`src/pamt_pkg.sv`:
```
// Shared types, widths and codes for the pending-ack message table.
// Used by the entry RAM, the match unit and the top-level sequencer.
// No dependencies.
package pamt_pkg;

    localparam int TABLE_DEPTH = 16;
    localparam int IDX_W       = (TABLE_DEPTH > 1) ? $clog2(TABLE_DEPTH) : 1;
    localparam int CNT_W       = $clog2(TABLE_DEPTH + 1);
    localparam int ID_W        = 24;
    localparam int CFG_IDX_W   = 4;
    localparam int CFG_DATA_W  = 24;
    localparam int MARK_W      = 5;

    typedef logic [IDX_W-1:0]  idx_t;
    typedef logic [CNT_W-1:0]  cnt_t;
    typedef logic [ID_W-1:0]   id_t;
    typedef logic [MARK_W-1:0] mark_t;
    typedef logic [CFG_IDX_W-1:0] cfg_idx_t;

    localparam mark_t MARK_MAX = {MARK_W{1'b1}};

    localparam cfg_idx_t REG_DEFAULT_ID = cfg_idx_t'(0);
    localparam cfg_idx_t REG_UNKNOWN_DT = cfg_idx_t'(1);

    typedef enum logic [1:0] {
        MODE_ADD      = 2'd0,
        MODE_ACK      = 2'd1,
        MODE_CALL_END = 2'd2,
        MODE_CLEAR    = 2'd3
    } mode_t;

    typedef enum logic [2:0] {
        ACT_ADDED    = 3'd0,
        ACT_REJECTED = 3'd1,
        ACT_FULL     = 3'd2,
        ACT_ACK_DONE = 3'd3,
        ACT_LOG      = 3'd4,
        ACT_RETX     = 3'd5,
        ACT_DISCARD  = 3'd6,
        ACT_NONE     = 3'd7
    } action_t;

    typedef struct packed {
        logic       acked;
        id_t        dst;
        id_t        src;
        logic [1:0] call_type;
        logic [3:0] data_type;
        logic [7:0] msg;
    } entry_t;

    typedef struct packed {
        id_t        dst;
        id_t        src;
        logic [1:0] call_type;
        logic [3:0] data_type;
    } key_t;

    typedef struct packed {
        logic ack_hit;
        logic call_hit;
        logic own_id;
    } match_t;

    typedef struct packed {
        action_t    action;
        id_t        dst;
        id_t        src;
        logic [1:0] call_type;
        logic [3:0] data_type;
        logic [7:0] msg;
        logic       timeslot;
        logic [7:0] repeater;
        mark_t      marked;
        logic       last;
    } res_t;

    // Map a position counted from the newest entry onto a RAM address.
    function automatic idx_t phys_addr(idx_t head, idx_t lidx);
        logic [IDX_W:0] sum;
        sum = {1'b0, head} + {1'b0, lidx};
        if (sum >= (IDX_W+1)'(TABLE_DEPTH)) begin
            sum = sum - (IDX_W+1)'(TABLE_DEPTH);
        end
        return sum[IDX_W-1:0];
    endfunction

endpackage

```
`src/pamt_entry_ram.sv`:
```
// Entry storage of the pending-ack table: one write port, one registered read port.
// Depends on pamt_pkg for the entry layout and depth.
module pamt_entry_ram import pamt_pkg::*; (
    input  logic   aclk,
    input  logic   we,
    input  idx_t   waddr,
    input  entry_t wdata,
    input  logic   re,
    input  idx_t   raddr,
    output entry_t rdata
);

    entry_t mem [TABLE_DEPTH];
    entry_t rdata_reg;

    always_ff @(posedge aclk) begin
        if (we) begin
            mem[waddr] <= wdata;
        end
        if (re) begin
            rdata_reg <= mem[raddr];
        end
    end

    assign rdata = rdata_reg;

endmodule

```
`src/pamt_match.sv`:
```
// Shared compare unit: checks one table entry against the ack or call key.
// Depends on pamt_pkg for entry, key and match types.
module pamt_match import pamt_pkg::*; (
    input  entry_t entry,
    input  key_t   key,
    input  id_t    def_id,
    output match_t hit
);

    logic same_dir;
    logic swap_dir;
    logic ct_eq;

    assign ct_eq    = entry.call_type == key.call_type;
    assign same_dir = (entry.dst == key.dst) && (entry.src == key.src);
    assign swap_dir = (entry.dst == key.src) && (entry.src == key.dst);

    assign hit.ack_hit  = swap_dir && ct_eq && (entry.data_type == key.data_type);
    assign hit.call_hit = ct_eq && (same_dir || swap_dir);
    assign hit.own_id   = (entry.dst == def_id) || (entry.src == def_id);

endmodule

```
`src/pending_ack_message_table.sv`:
```
// Pending-ack message table: up to 16 entries in a ring held in one RAM, walked by a
// sequencer through one compare unit. Add, full, clear and rejected adds go from accept
// straight to the finish state; ack and call end scan one entry per cycle while no removal
// waits on a stalled result channel, then finish. s_ready is low while an item is worked;
// the last result of an item sits in the output register while the next item may already
// be accepted. Call end emits one beat per removed entry (one none beat if none match),
// newest first, with m_last on the final beat. Config writes are always ready.
module pending_ack_message_table import pamt_pkg::*; (
    input  logic             aclk,
    input  logic             aresetn,

    input  logic             cfg_valid,
    output logic             cfg_ready,
    input  cfg_idx_t         cfg_index,
    input  logic [CFG_DATA_W-1:0] cfg_data,

    input  logic             s_valid,
    output logic             s_ready,
    input  logic [1:0]       s_mode,
    input  logic [23:0]      s_dst_id,
    input  logic [23:0]      s_src_id,
    input  logic [1:0]       s_call_type,
    input  logic [3:0]       s_data_type,
    input  logic [7:0]       s_msg_handle,
    input  logic             s_msg_present,
    input  logic             s_timeslot,
    input  logic [7:0]       s_repeater_index,

    output logic             m_valid,
    input  logic             m_ready,
    output logic [2:0]       m_action,
    output logic [23:0]      m_out_dst_id,
    output logic [23:0]      m_out_src_id,
    output logic [1:0]       m_out_call_type,
    output logic [3:0]       m_out_data_type,
    output logic [7:0]       m_out_msg_handle,
    output logic             m_out_timeslot,
    output logic [7:0]       m_out_repeater_index,
    output logic [4:0]       m_marked_count,
    output logic             m_last
);

    typedef enum logic [1:0] {
        ST_IDLE,
        ST_SCAN,
        ST_FINISH
    } state_t;

    state_t  state_reg, state_next;
    mode_t   mode_reg, mode_next;
    key_t    key_reg, key_next;
    logic    ts_reg, ts_next;
    logic [7:0] rep_reg, rep_next;
    action_t fin_action_reg, fin_action_next;

    cnt_t    count_reg, count_next;
    idx_t    head_reg, head_next;
    cnt_t    rd_cnt_reg, rd_cnt_next;
    cnt_t    w_reg, w_next;
    logic    ev_valid_reg, ev_valid_next;
    idx_t    ev_phys_reg, ev_phys_next;
    mark_t   mark_reg, mark_next;

    res_t    hold_reg, hold_next;
    logic    hold_valid_reg, hold_valid_next;
    res_t    out_reg, out_next;
    logic    out_valid_reg, out_valid_next;
    logic    out_load;

    id_t        def_id_reg, def_id_next;
    logic [3:0] unk_dt_reg, unk_dt_next;

    logic    ram_we;
    idx_t    ram_waddr;
    entry_t  ram_wdata;
    logic    ram_re;
    idx_t    ram_raddr;
    entry_t  ram_rdata;
    match_t  hit;

    logic    out_free;
    logic    stall;
    logic    reject;
    idx_t    head_dec;
    res_t    removed;

    pamt_entry_ram u_ram (
        .aclk  (aclk),
        .we    (ram_we),
        .waddr (ram_waddr),
        .wdata (ram_wdata),
        .re    (ram_re),
        .raddr (ram_raddr),
        .rdata (ram_rdata)
    );

    pamt_match u_match (
        .entry  (ram_rdata),
        .key    (key_reg),
        .def_id (def_id_reg),
        .hit    (hit)
    );

    assign cfg_ready = 1'b1;
    assign s_ready   = state_reg == ST_IDLE;
    assign out_free  = !out_valid_reg || m_ready;

    assign reject   = !s_msg_present || (s_data_type == unk_dt_reg) ||
                      (s_dst_id == '0) || (s_src_id == '0);
    assign head_dec = (head_reg == '0) ? idx_t'(TABLE_DEPTH - 1) : head_reg - idx_t'(1);

    // Result beat for an entry removed at call end.
    always_comb begin
        removed           = '0;
        removed.action    = ram_rdata.acked ? ACT_LOG : (hit.own_id ? ACT_DISCARD : ACT_RETX);
        removed.dst       = ram_rdata.dst;
        removed.src       = ram_rdata.src;
        removed.call_type = ram_rdata.call_type;
        removed.data_type = ram_rdata.data_type;
        removed.msg       = ram_rdata.msg;
        removed.timeslot  = ts_reg;
        removed.repeater  = rep_reg;
    end

    assign stall = ev_valid_reg && (mode_reg == MODE_CALL_END) && hit.call_hit &&
                   hold_valid_reg && !out_free;

    always_comb begin
        state_next      = state_reg;
        mode_next       = mode_reg;
        key_next        = key_reg;
        ts_next         = ts_reg;
        rep_next        = rep_reg;
        fin_action_next = fin_action_reg;
        count_next      = count_reg;
        head_next       = head_reg;
        rd_cnt_next     = rd_cnt_reg;
        w_next          = w_reg;
        ev_valid_next   = ev_valid_reg;
        ev_phys_next    = ev_phys_reg;
        mark_next       = mark_reg;
        hold_next       = hold_reg;
        hold_valid_next = hold_valid_reg;
        out_next        = out_reg;
        out_valid_next  = out_valid_reg;
        out_load        = 1'b0;
        def_id_next     = def_id_reg;
        unk_dt_next     = unk_dt_reg;

        ram_we    = 1'b0;
        ram_waddr = phys_addr(head_reg, w_reg[IDX_W-1:0]);
        ram_wdata = ram_rdata;
        ram_re    = 1'b0;
        ram_raddr = phys_addr(head_reg, rd_cnt_reg[IDX_W-1:0]);

        if (out_valid_reg && m_ready) begin
            out_valid_next = 1'b0;
        end

        if (cfg_valid) begin
            case (cfg_index)
                REG_DEFAULT_ID: def_id_next = cfg_data[ID_W-1:0];
                REG_UNKNOWN_DT: unk_dt_next = cfg_data[3:0];
                default: ;
            endcase
        end

        case (state_reg)
            ST_IDLE: begin
                if (s_valid) begin
                    mode_next          = mode_t'(s_mode);
                    key_next.dst       = s_dst_id;
                    key_next.src       = s_src_id;
                    key_next.call_type = s_call_type;
                    key_next.data_type = s_data_type;
                    ts_next            = s_timeslot;
                    rep_next           = s_repeater_index;
                    rd_cnt_next        = '0;
                    w_next             = '0;
                    ev_valid_next      = 1'b0;
                    mark_next          = '0;
                    hold_valid_next    = 1'b0;
                    case (mode_t'(s_mode))
                        MODE_ADD: begin
                            state_next = ST_FINISH;
                            if (reject) begin
                                fin_action_next = ACT_REJECTED;
                            end else if (count_reg == cnt_t'(TABLE_DEPTH)) begin
                                fin_action_next = ACT_FULL;
                            end else begin
                                fin_action_next     = ACT_ADDED;
                                ram_we              = 1'b1;
                                ram_waddr           = head_dec;
                                ram_wdata.acked     = 1'b0;
                                ram_wdata.dst       = s_dst_id;
                                ram_wdata.src       = s_src_id;
                                ram_wdata.call_type = s_call_type;
                                ram_wdata.data_type = s_data_type;
                                ram_wdata.msg       = s_msg_handle;
                                head_next           = head_dec;
                                count_next          = count_reg + cnt_t'(1);
                            end
                        end
                        MODE_ACK, MODE_CALL_END: begin
                            state_next = ST_SCAN;
                        end
                        MODE_CLEAR: begin
                            count_next      = '0;
                            fin_action_next = ACT_NONE;
                            state_next      = ST_FINISH;
                        end
                        default: ;
                    endcase
                end
            end

            ST_SCAN: begin
                if (!stall) begin
                    if (ev_valid_reg) begin
                        if (mode_reg == MODE_ACK) begin
                            if (hit.ack_hit) begin
                                ram_we          = 1'b1;
                                ram_waddr       = ev_phys_reg;
                                ram_wdata.acked = 1'b1;
                                if (!ram_rdata.acked && mark_reg != MARK_MAX) begin
                                    mark_next = mark_reg + mark_t'(1);
                                end
                            end
                        end else if (hit.call_hit) begin
                            // Push the previous removal out, keep this one back for m_last.
                            if (hold_valid_reg) begin
                                out_next       = hold_reg;
                                out_valid_next = 1'b1;
                                out_load       = 1'b1;
                            end
                            hold_next       = removed;
                            hold_valid_next = 1'b1;
                        end else begin
                            // Compact kept entries toward the newest end.
                            ram_we = 1'b1;
                            w_next = w_reg + cnt_t'(1);
                        end
                    end
                    if (rd_cnt_reg < count_reg) begin
                        ram_re        = 1'b1;
                        ev_valid_next = 1'b1;
                        ev_phys_next  = ram_raddr;
                        rd_cnt_next   = rd_cnt_reg + cnt_t'(1);
                    end else begin
                        ev_valid_next = 1'b0;
                        if (!ev_valid_reg) begin
                            state_next = ST_FINISH;
                            if (mode_reg == MODE_CALL_END) begin
                                count_next = w_reg;
                            end
                        end
                    end
                end
            end

            ST_FINISH: begin
                if (out_free) begin
                    out_load       = 1'b1;
                    out_valid_next = 1'b1;
                    out_next       = '0;
                    out_next.last  = 1'b1;
                    if (mode_reg == MODE_CALL_END) begin
                        if (hold_valid_reg) begin
                            out_next      = hold_reg;
                            out_next.last = 1'b1;
                        end else begin
                            out_next.action = ACT_NONE;
                        end
                    end else if (mode_reg == MODE_ACK) begin
                        out_next.action = (mark_reg != '0) ? ACT_ACK_DONE : ACT_NONE;
                        out_next.marked = mark_reg;
                    end else begin
                        out_next.action = fin_action_reg;
                    end
                    hold_valid_next = 1'b0;
                    state_next      = ST_IDLE;
                end
            end

            default: state_next = ST_IDLE;
        endcase
    end

    always_ff @(posedge aclk) begin
        mode_next_hold: begin
            mode_reg       <= mode_next;
            key_reg        <= key_next;
            ts_reg         <= ts_next;
            rep_reg        <= rep_next;
            fin_action_reg <= fin_action_next;
            ev_phys_reg    <= ev_phys_next;
            hold_reg       <= hold_next;
            out_reg        <= out_next;
        end
        if (!aresetn) begin
            state_reg      <= ST_IDLE;
            count_reg      <= '0;
            head_reg       <= '0;
            rd_cnt_reg     <= '0;
            w_reg          <= '0;
            ev_valid_reg   <= 1'b0;
            mark_reg       <= '0;
            hold_valid_reg <= 1'b0;
            out_valid_reg  <= 1'b0;
            def_id_reg     <= '0;
            unk_dt_reg     <= '0;
        end else begin
            state_reg      <= state_next;
            count_reg      <= count_next;
            head_reg       <= head_next;
            rd_cnt_reg     <= rd_cnt_next;
            w_reg          <= w_next;
            ev_valid_reg   <= ev_valid_next;
            mark_reg       <= mark_next;
            hold_valid_reg <= hold_valid_next;
            out_valid_reg  <= out_valid_next;
            def_id_reg     <= def_id_next;
            unk_dt_reg     <= unk_dt_next;
        end
    end

    assign m_valid              = out_valid_reg;
    assign m_action             = out_reg.action;
    assign m_out_dst_id         = out_reg.dst;
    assign m_out_src_id         = out_reg.src;
    assign m_out_call_type      = out_reg.call_type;
    assign m_out_data_type      = out_reg.data_type;
    assign m_out_msg_handle     = out_reg.msg;
    assign m_out_timeslot       = out_reg.timeslot;
    assign m_out_repeater_index = out_reg.repeater;
    assign m_marked_count       = out_reg.marked;
    assign m_last               = out_reg.last;

    a_count_bound: assert property (@(posedge aclk) disable iff (!aresetn)
        count_reg <= cnt_t'(TABLE_DEPTH))
        else $error("entry count above table depth");

    a_idle_no_hold: assert property (@(posedge aclk) disable iff (!aresetn)
        state_reg == ST_IDLE |-> !hold_valid_reg)
        else $error("held removal left behind after item end");

    a_compact_behind_read: assert property (@(posedge aclk) disable iff (!aresetn)
        state_reg == ST_SCAN |-> w_reg <= rd_cnt_reg)
        else $error("compaction pointer passed read pointer");

    a_scan_not_last: assert property (@(posedge aclk) disable iff (!aresetn)
        (state_reg == ST_SCAN && out_load) |-> !out_next.last)
        else $error("last beat issued before scan end");

endmodule

```
`config.mk`:
```
export PLATFORM = sky130hd
export DESIGN_NAME = pending_ack_message_table
export DESIGN_NICKNAME = d
export VERILOG_FILES = /design/src/pamt_pkg.sv /design/src/pamt_entry_ram.sv /design/src/pamt_match.sv /design/src/pending_ack_message_table.sv
export SDC_FILE = /design/constraint.sdc
export NUM_CORES = 1
export LEC_CHECK = 0
export BUFFER_PORTS_ARGS = -buffer_cell sky130_fd_sc_hd__buf_2
export CAP_MARGIN = 30
export CELL_PAD_IN_SITES_DETAIL_PLACEMENT = 1
export CELL_PAD_IN_SITES_GLOBAL_PLACEMENT = 1
export CORE_MARGIN = 4
export CORE_UTILIZATION = 40
export CTS_CLUSTER_SIZE = 10
export DETAILED_ROUTE_END_ITERATION = 12
export HOLD_SLACK_MARGIN = 0.03
export PLACE_DENSITY = 0.71
export SETUP_SLACK_MARGIN = 0.05
export SLEW_MARGIN = 20
export SYNTH_ARGS = -nofsm -noshare
export SYNTH_HDL_FRONTEND = slang
export SYNTH_SLANG_ARGS = --single-unit
```
`constraint.sdc`:
```
create_clock -name aclk -period 9.3 [get_ports aclk]
set_input_delay 0 -clock aclk [delete_from_list [all_inputs] [get_ports aclk]]
set_output_delay 0 -clock aclk [all_outputs]
set_load 0.01 [all_outputs]
```
==> impl_metrics.toml, run 1 <==
[floorplan]
ios = 190
core_area_mm2 = 0.132
die_h_um = 373
rows = 133
die-area_mm2 = 0.139
initial_utilization_pct = 40.4
die-width_um = 373

[power_and_ir_drop]
power.density_mw_per_mm2 = 224
ir_drop_mv = 0.178
p_seq_share_pct = 49.7
p_int_mw = 10.8
clockPowerShare_pct = 38.1
p_total_mw = 14.1
p_sw_mw = 3.33
power_leakage_nw = 19.6
p_sw_share_pct = 23.6
p_comb_share_pct = 12.1

[route]
routed_wl_mm = 150
drc = 0
first_iter_violations = 3271
drt-pass1-iter-count = 5
ant_nets = 0
via_per_inst = 5.72
wl_per_cell_um = 30.0
vias = 28500

[synth]
synth_compound_area_share_pct = 2.72
seq_area_frac_synth_pct = 75.2
ys_top_cells_by_area = "edfxtp_1 73%, mux4_2 11%, xnor2_1 2.2%, dfxtp_1 2.1%, mux2i_1 1.4%"
synth_top_family_by_area = "multiplexers"
synth_nets = 2856
muxShareOfSynthArea_pct = 13.4
ys_types = 54
synth-xor-area-share_pct = 2.70
async_flop_share_pct = 0
postSynthCellCount = 2723
synth_top_area_cell = "edfxtp_1"
synth_top_area_share_pct = 73.1
ys_ff_latch = 1353
yosysWarnings = 0
syn-cell-area_mm2 = 0.0533
synthAdderAreaFrac_pct = 0.639
synth_edf_count = 1296
synth-simple-area-share_pct = 4.22
yosys_most_used_dff = "edfxtp_1"
avgSynthCellArea_um2 = 19.6

[sta]
slew_violations = 0
period_share_pct = 60.0
hold_viol_final = 0
worst_pin_slew_ns = 0.974
finalSetupViolations = 0
max_freq_mhz = 179
rsz0062_at_grt = "false"
fin_tns_setup_ns = 0
slew_headroom_pct = 35.1
fin_skew_ns = 0.0395
fin_crit_ns = 5.58

[worst_hold_path]
hold_class = "input pin to flip-flop"
min_from = "s_data_type[1]"
min_to = "key_reg[1]"
hold_depth = 2

[status]
run_status = "finished, final reports clean"

[clock_tree]
cts_buffer_depth = 3
clk_latency_ns = 0.77
cts_root_buf = "clkbuf_16"
cts-resized-gates = 0
cts.clk_slew.worst_paths_ns = 0.06
postCtsSetupBuffers = 0
tritoncts = "yes"
numCtsBuffers = 154
cts_sinks = 1353
htreeDepth = 4

[critical_path]
worstSetupPathType = "flip-flop to flip-flop"
worst-path-buf-inv = 5
cp_max_fo = 57
critical_path.top_delay_family = "buffers and inverters"
reg2reg_depth = 12
crit_chain = "inv_1 > ha_1 > nand2_1 > nor4_4 > buf_4 > buf_4 > nor3_1 > a221oi_1 > nand2_1 > nor2_4 > buf_4 > buf_4"
cp_common_cell = "buf_4"
worstSetupStartpoint = "state_reg[1]"
cp.arrival_ns = 5.95
startpoint_type = "flip-flop"
critical_path.slowest_cell = "buf_4"
worst_r2r_endpoint = "u_ram.mem[2][43]"
end_kind = "flip-flop"
slowest_delay_ns = 0.78
r2r-start = "state_reg[1]"
r2r_setup_slack_ns = 3.72
cp.required_ns = 9.67
path_depth = 12

[layout]
syn2layout_area_growth_pct = 18.1
largest_reg_flops = 1008
drive_gt1_share_pct = 23.8
post-route-util_pct = 47.7
nets = 3317
instances_no_fill = 4985
design_area_mm2 = 0.0629
final_common_cell = "edfxtp_1"
final_cell_mix = "1296 x edfxtp_1, 252 x mux4_2, 188 x buf_2"

[placed_design]
hpwl_mm = 90.6
postPlaceCellArea_mm2 = 0.0567
gp_congestion = 0.844
io_buffers = 188
dp_cells = 4598

[grt]
grt_start_max_net_pins = 128
grt_pass1_vias = 30000
grt.overflow.total = 0
antenna_found_initial = 13
grt_usage_pct = 21.3
grt_pass1_wl_mm = 217

[job]
drv_cap = 0
through the flow:
step / hold WS, ns / worst slack [ns]
finish: 0.0870 / 3.72
global route: 0.0634 / 3.40
CTS: 0.0327 / 3.57
detailed placement: 0.180 / 3.60
global placement: 0.182 / 3.41
floorplan: 0.0989 / 0.897
cells by family after synthesis:
| family | Yosys count |
|---|---|
| xor gates and xnor gates | 164 |
| AOI/OAI and AO/OA | 234 |
| buffers and inverters | 148 |
| other | 1 |
| adders and majority gates | 26 |
| DFF | 1353 |
| and+or+nand+nor | 406 |
| muxes | 391 |
metal layers:
layer / vias to the layer above / track usage [%] / share of wire (%)
met1: 15100 / 29.3 / 41
met3: 234 / 5.97 / 9.1
met2: 1381 / 33.1 / 47
met4: 2 / 6.73 / 2.8
met5: - / 0 / 0.016
li1: 11800 / - / -
cells in the mapped netlist (24+ instances only):
library cell,n
dfxtp_1,57
ha_1,24
nor2b_1,72
buf_1,33
edfxtp_1,1296
and2_1,76
mux2_2,63
a211oi_1,70
nand4_1,40
xor2_1,30
mux2i_1,76
a21oi_1,117
clkbuf_1,83
nor2_1,39
mux4_2,252
xnor2_1,134
nand2_1,83
worst register-to-register path: stages (launching register included):
cell	delay [ns]
dfxtp_1	0.31
inv_1	0.10
ha_1	0.50
nand2_1	0.32
nor4_4	0.32
buf_4	0.39
buf_4	0.79
nor3_1	0.25
a221oi_1	0.48
nand2_1	0.39
nor2_4	0.22
buf_4	0.46
buf_4	0.57
how the worst max path moves through the flow:
stage                                  end  slack, ns
after floorplan                m_action[0]       0.90
after global placement    u_ram.mem[1][44]       3.41
after detailed placement  u_ram.mem[0][35]       3.60
after CTS                 u_ram.mem[0][35]       3.57
after global routing      u_ram.mem[2][32]       3.40
final                     u_ram.mem[2][43]       3.72
power groups by stage:
stage	Clock [mW]	Combinational (mW)	Sequential, mW
after detailed placement	0	1.65	7.14
after floorplan	0	1.12	7.11
final	5.38	1.71	7.02
after CTS	5.47	1.71	7.01
after global routing	5.75	1.85	7.02
after global placement	0	1.62	7.14
cell type report:
cell class	instances	area, um^2
Antenna cell	5	12.5
Clock buffer	188	4150
Clock inverter	9	116
Fill cell	12200	68900
Inverter	23	87.6
Multi-Input combinational cell	1222	12800
Sequential cell	1353	40100
Tap cell	1755	2200
Timing Repair Buffer	430	3430
repair_timing:
action,CTS,global route
setup endpoints to repair,0,0
hold endpoints to repair,951,0
hold buffers,180,0
Note: power is estimated with default switching activity, not from simulation.
==> run 2: changes to the inputs <==
--- a/config.mk
+++ b/config.mk
@@ -14,7 +14,7 @@
 export CTS_CLUSTER_SIZE = 10
 export DETAILED_ROUTE_END_ITERATION = 12
 export HOLD_SLACK_MARGIN = 0.03
-export PLACE_DENSITY = 0.71
+export PLACE_DENSITY = 0.73
 export SETUP_SLACK_MARGIN = 0.05
 export SLEW_MARGIN = 20
 export SYNTH_ARGS = -nofsm -noshare
==> constraint.sdc (replaced) <==
create_clock -name aclk -period 4.7 [get_ports aclk]
set_input_delay 0 -clock aclk [delete_from_list [all_inputs] [get_ports aclk]]
set_output_delay 0 -clock aclk [all_outputs]
set_load 0.01 [all_outputs]
==> run 2 against run 1 <==
Against the previous run:
- worst setup slack got worse by 3.5 ns
- clock power rose by 99%
- clock-buffer cell count rose by 4
- wire length rose by 3.1%
- sequential cell count did not move
- cell area rose by 1.2%
- worst hold slack improved by 0.0053 ns
- via count rose by 1.4%
- die area did not move
- highest routed layer unchanged
==> impl_metrics.toml, run 2 (synthesized netlist as in run 1, its figures left out) <==
[sta]
period_share_pct = 95.5
worst_pin_slew_ns = 0.886
slew_violations = 0
finalSetupViolations = 0
max_freq_mhz = 223
rsz0062_at_grt = "false"
fin_crit_ns = 4.49
fin_skew_ns = 0.0231
hold_viol_final = 0
timing.hold.ws_ns = 0.0923
fin_ws_ns = 0.211
slew_headroom_pct = 41.0

[critical_path]
worstSetupPathType = "flip-flop to flip-flop"
cp.arrival_ns = 4.95
startpoint_type = "flip-flop"
r2r_setup_slack_ns = 0.21
end_kind = "flip-flop"
worst_r2r_endpoint = "u_ram.mem[10][29]"
cp_common_cell = "nor2b_4"
reg2reg_depth = 9
slowest_delay_ns = 0.74
cp_max_fo = 16
critical_path.slowest_cell = "a221oi_1"
cp.required_ns = 5.16
crit_chain = "nor2b_4 > nand3_1 > nor4_1 > and4_1 > mux2i_1 > a221oi_1 > nand2_1 > nor2b_4 > buf_12"
r2r-start = "mode_reg[0]"

[status]
run_status = "finished, final reports clean"

[layout]
syn2layout_area_growth_pct = 19.4
final_common_cell = "edfxtp_1"
largest_reg_flops = 1008
post-route-util_pct = 48.3
instances_no_fill = 5030
antenna_cells = 0
final_cell_mix = "1296 x edfxtp_1, 252 x mux4_2, 188 x buf_2"
nets = 3357
drive_gt1_share_pct = 24.9

[job]
drv_cap = 0

[clock_tree]
cts_root_buf = "clkbuf_16"
numCtsBuffers = 155
tritoncts = "yes"
htreeDepth = 4
clk_latency_ns = 0.77
cts_buffer_depth = 3
cts_sinks = 1353
cts.clk_slew.worst_paths_ns = 0.06

[floorplan]
core_area_mm2 = 0.132
ios = 190
die-width_um = 373
initial_utilization_pct = 40.4
rows = 133
die-area_mm2 = 0.139
die_h_um = 373

[placed_design]
dp_cells = 4643
gp_congestion = 0.919
io_buffers = 188
pre_cts_ws_ns = 0.306
hpwl_mm = 98.8

[power_and_ir_drop]
p_comb_share_pct = 13.1
p_total_mw = 28.2
p_sw_share_pct = 24.3
p_sw_mw = 6.85
ir_drop_mv = 0.316
power.density_mw_per_mm2 = 443
power_leakage_nw = 20.0
p_int_mw = 21.3
p_seq_share_pct = 49.0
clockPowerShare_pct = 37.9

[grt]
grt_start_max_net_pins = 73
grt.overflow.total = 0
grt_usage_pct = 22.1
grt_pass1_wl_mm = 224
grt_pass1_vias = 30700
antenna_found_initial = 6

[worst_hold_path]
hold_depth = 2
min_from = "s_dst_id[4]"
hold_class = "input pin to flip-flop"
min_to = "key_reg[34]"

[route]
first_iter_violations = 3402
wl_per_cell_um = 30.7
vias = 28900
drc = 0
routed_wl_mm = 154
via_per_inst = 5.75
ant_nets = 0
drt-pass1-iter-count = 5
-- run 2: changes by cell type in the layout (fill, tap and decap cells not counted), moves of 5 or more --
cell	change
clkbuf_16	-5
diode_2	-5
buf_4	+7
buf_12	+42
clkbuf_1	+9
buf_16	-5
-- run 2: power groups by stage --
stage	logic (mW)	registers, mW	clock network (mW)
2_1_floorplan	2.23	14.0	0
3_3_place_gp	3.50	14.0	0
3_5_place_dp	3.56	14.1	0
4_1_cts	3.69	13.8	10.8
5_1_grt	3.94	13.8	11.4
6_report	3.70	13.8	10.7
-- run 2: how the worst max path moves through the flow --
stage                    start                end  cells past startpoint
2_1_floorplan  u_ram.rdata[43]    u_ram.mem[0][0]                      9
3_3_place_gp    u_ram.rdata[8]  u_ram.mem[10][39]                      9
3_5_place_dp       mode_reg[0]  u_ram.mem[10][52]                      9
4_1_cts            mode_reg[0]   u_ram.mem[8][29]                      9
5_1_grt            mode_reg[0]  u_ram.mem[10][27]                      9
6_report           mode_reg[0]  u_ram.mem[10][29]                      9
-- run 2: repair_timing --
| item | CTS | global route |
|---|---|---|
| resized for setup | 0 | 1 |
| endpoints found under the setup margin | 0 | 56 |
| hold endpoints to repair | 639 | 0 |
| setup buffers | 0 | 1 |
| hold buffers | 176 | 0 |
-- run 2: layout make-up --
cell class	instances	area (um^2)
timing repair buffer	469	4130
multi-input combinational	1222	12900
sequential	1353	40100
clock inverter	16	225
fill	12200	68200
clock buffer	192	4060
tap	1755	2200
inverter	23	87.6
-- run 2: worst max-delay path, delay by kind of cell, from the launching register on --
family                 cells  cell delay (ns)
buffers and inverters      1             0.24
muxes                      1             0.17
and+or+nand+nor            6             2.49
AOI/OAI and AO/OA          1             0.74
DFF                        1             0.50
-- run 2: per-stage QoR --
step | setup TNS (ns) | instance area (um^2)
floorplan | -361.50 | 53300
global placement | 0 | 57500
detailed placement | 0 | 57500
CTS | 0 | 63600
global route | 0 | 63600
finish | 0 | 63600
-- run 2: routing by layer --
| metal | GRT usage [%] | vias up | part of all wire, % |
|---|---|---|---|
| met5 | 0 | - | 0.0078 |
| met4 | 6.10 | 2 | 2.4 |
| met3 | 5.02 | 209 | 8.6 |
| met2 | 35.5 | 1381 | 48 |
| met1 | 30.4 | 15400 | 41 |
| li1 | - | 11900 | - |
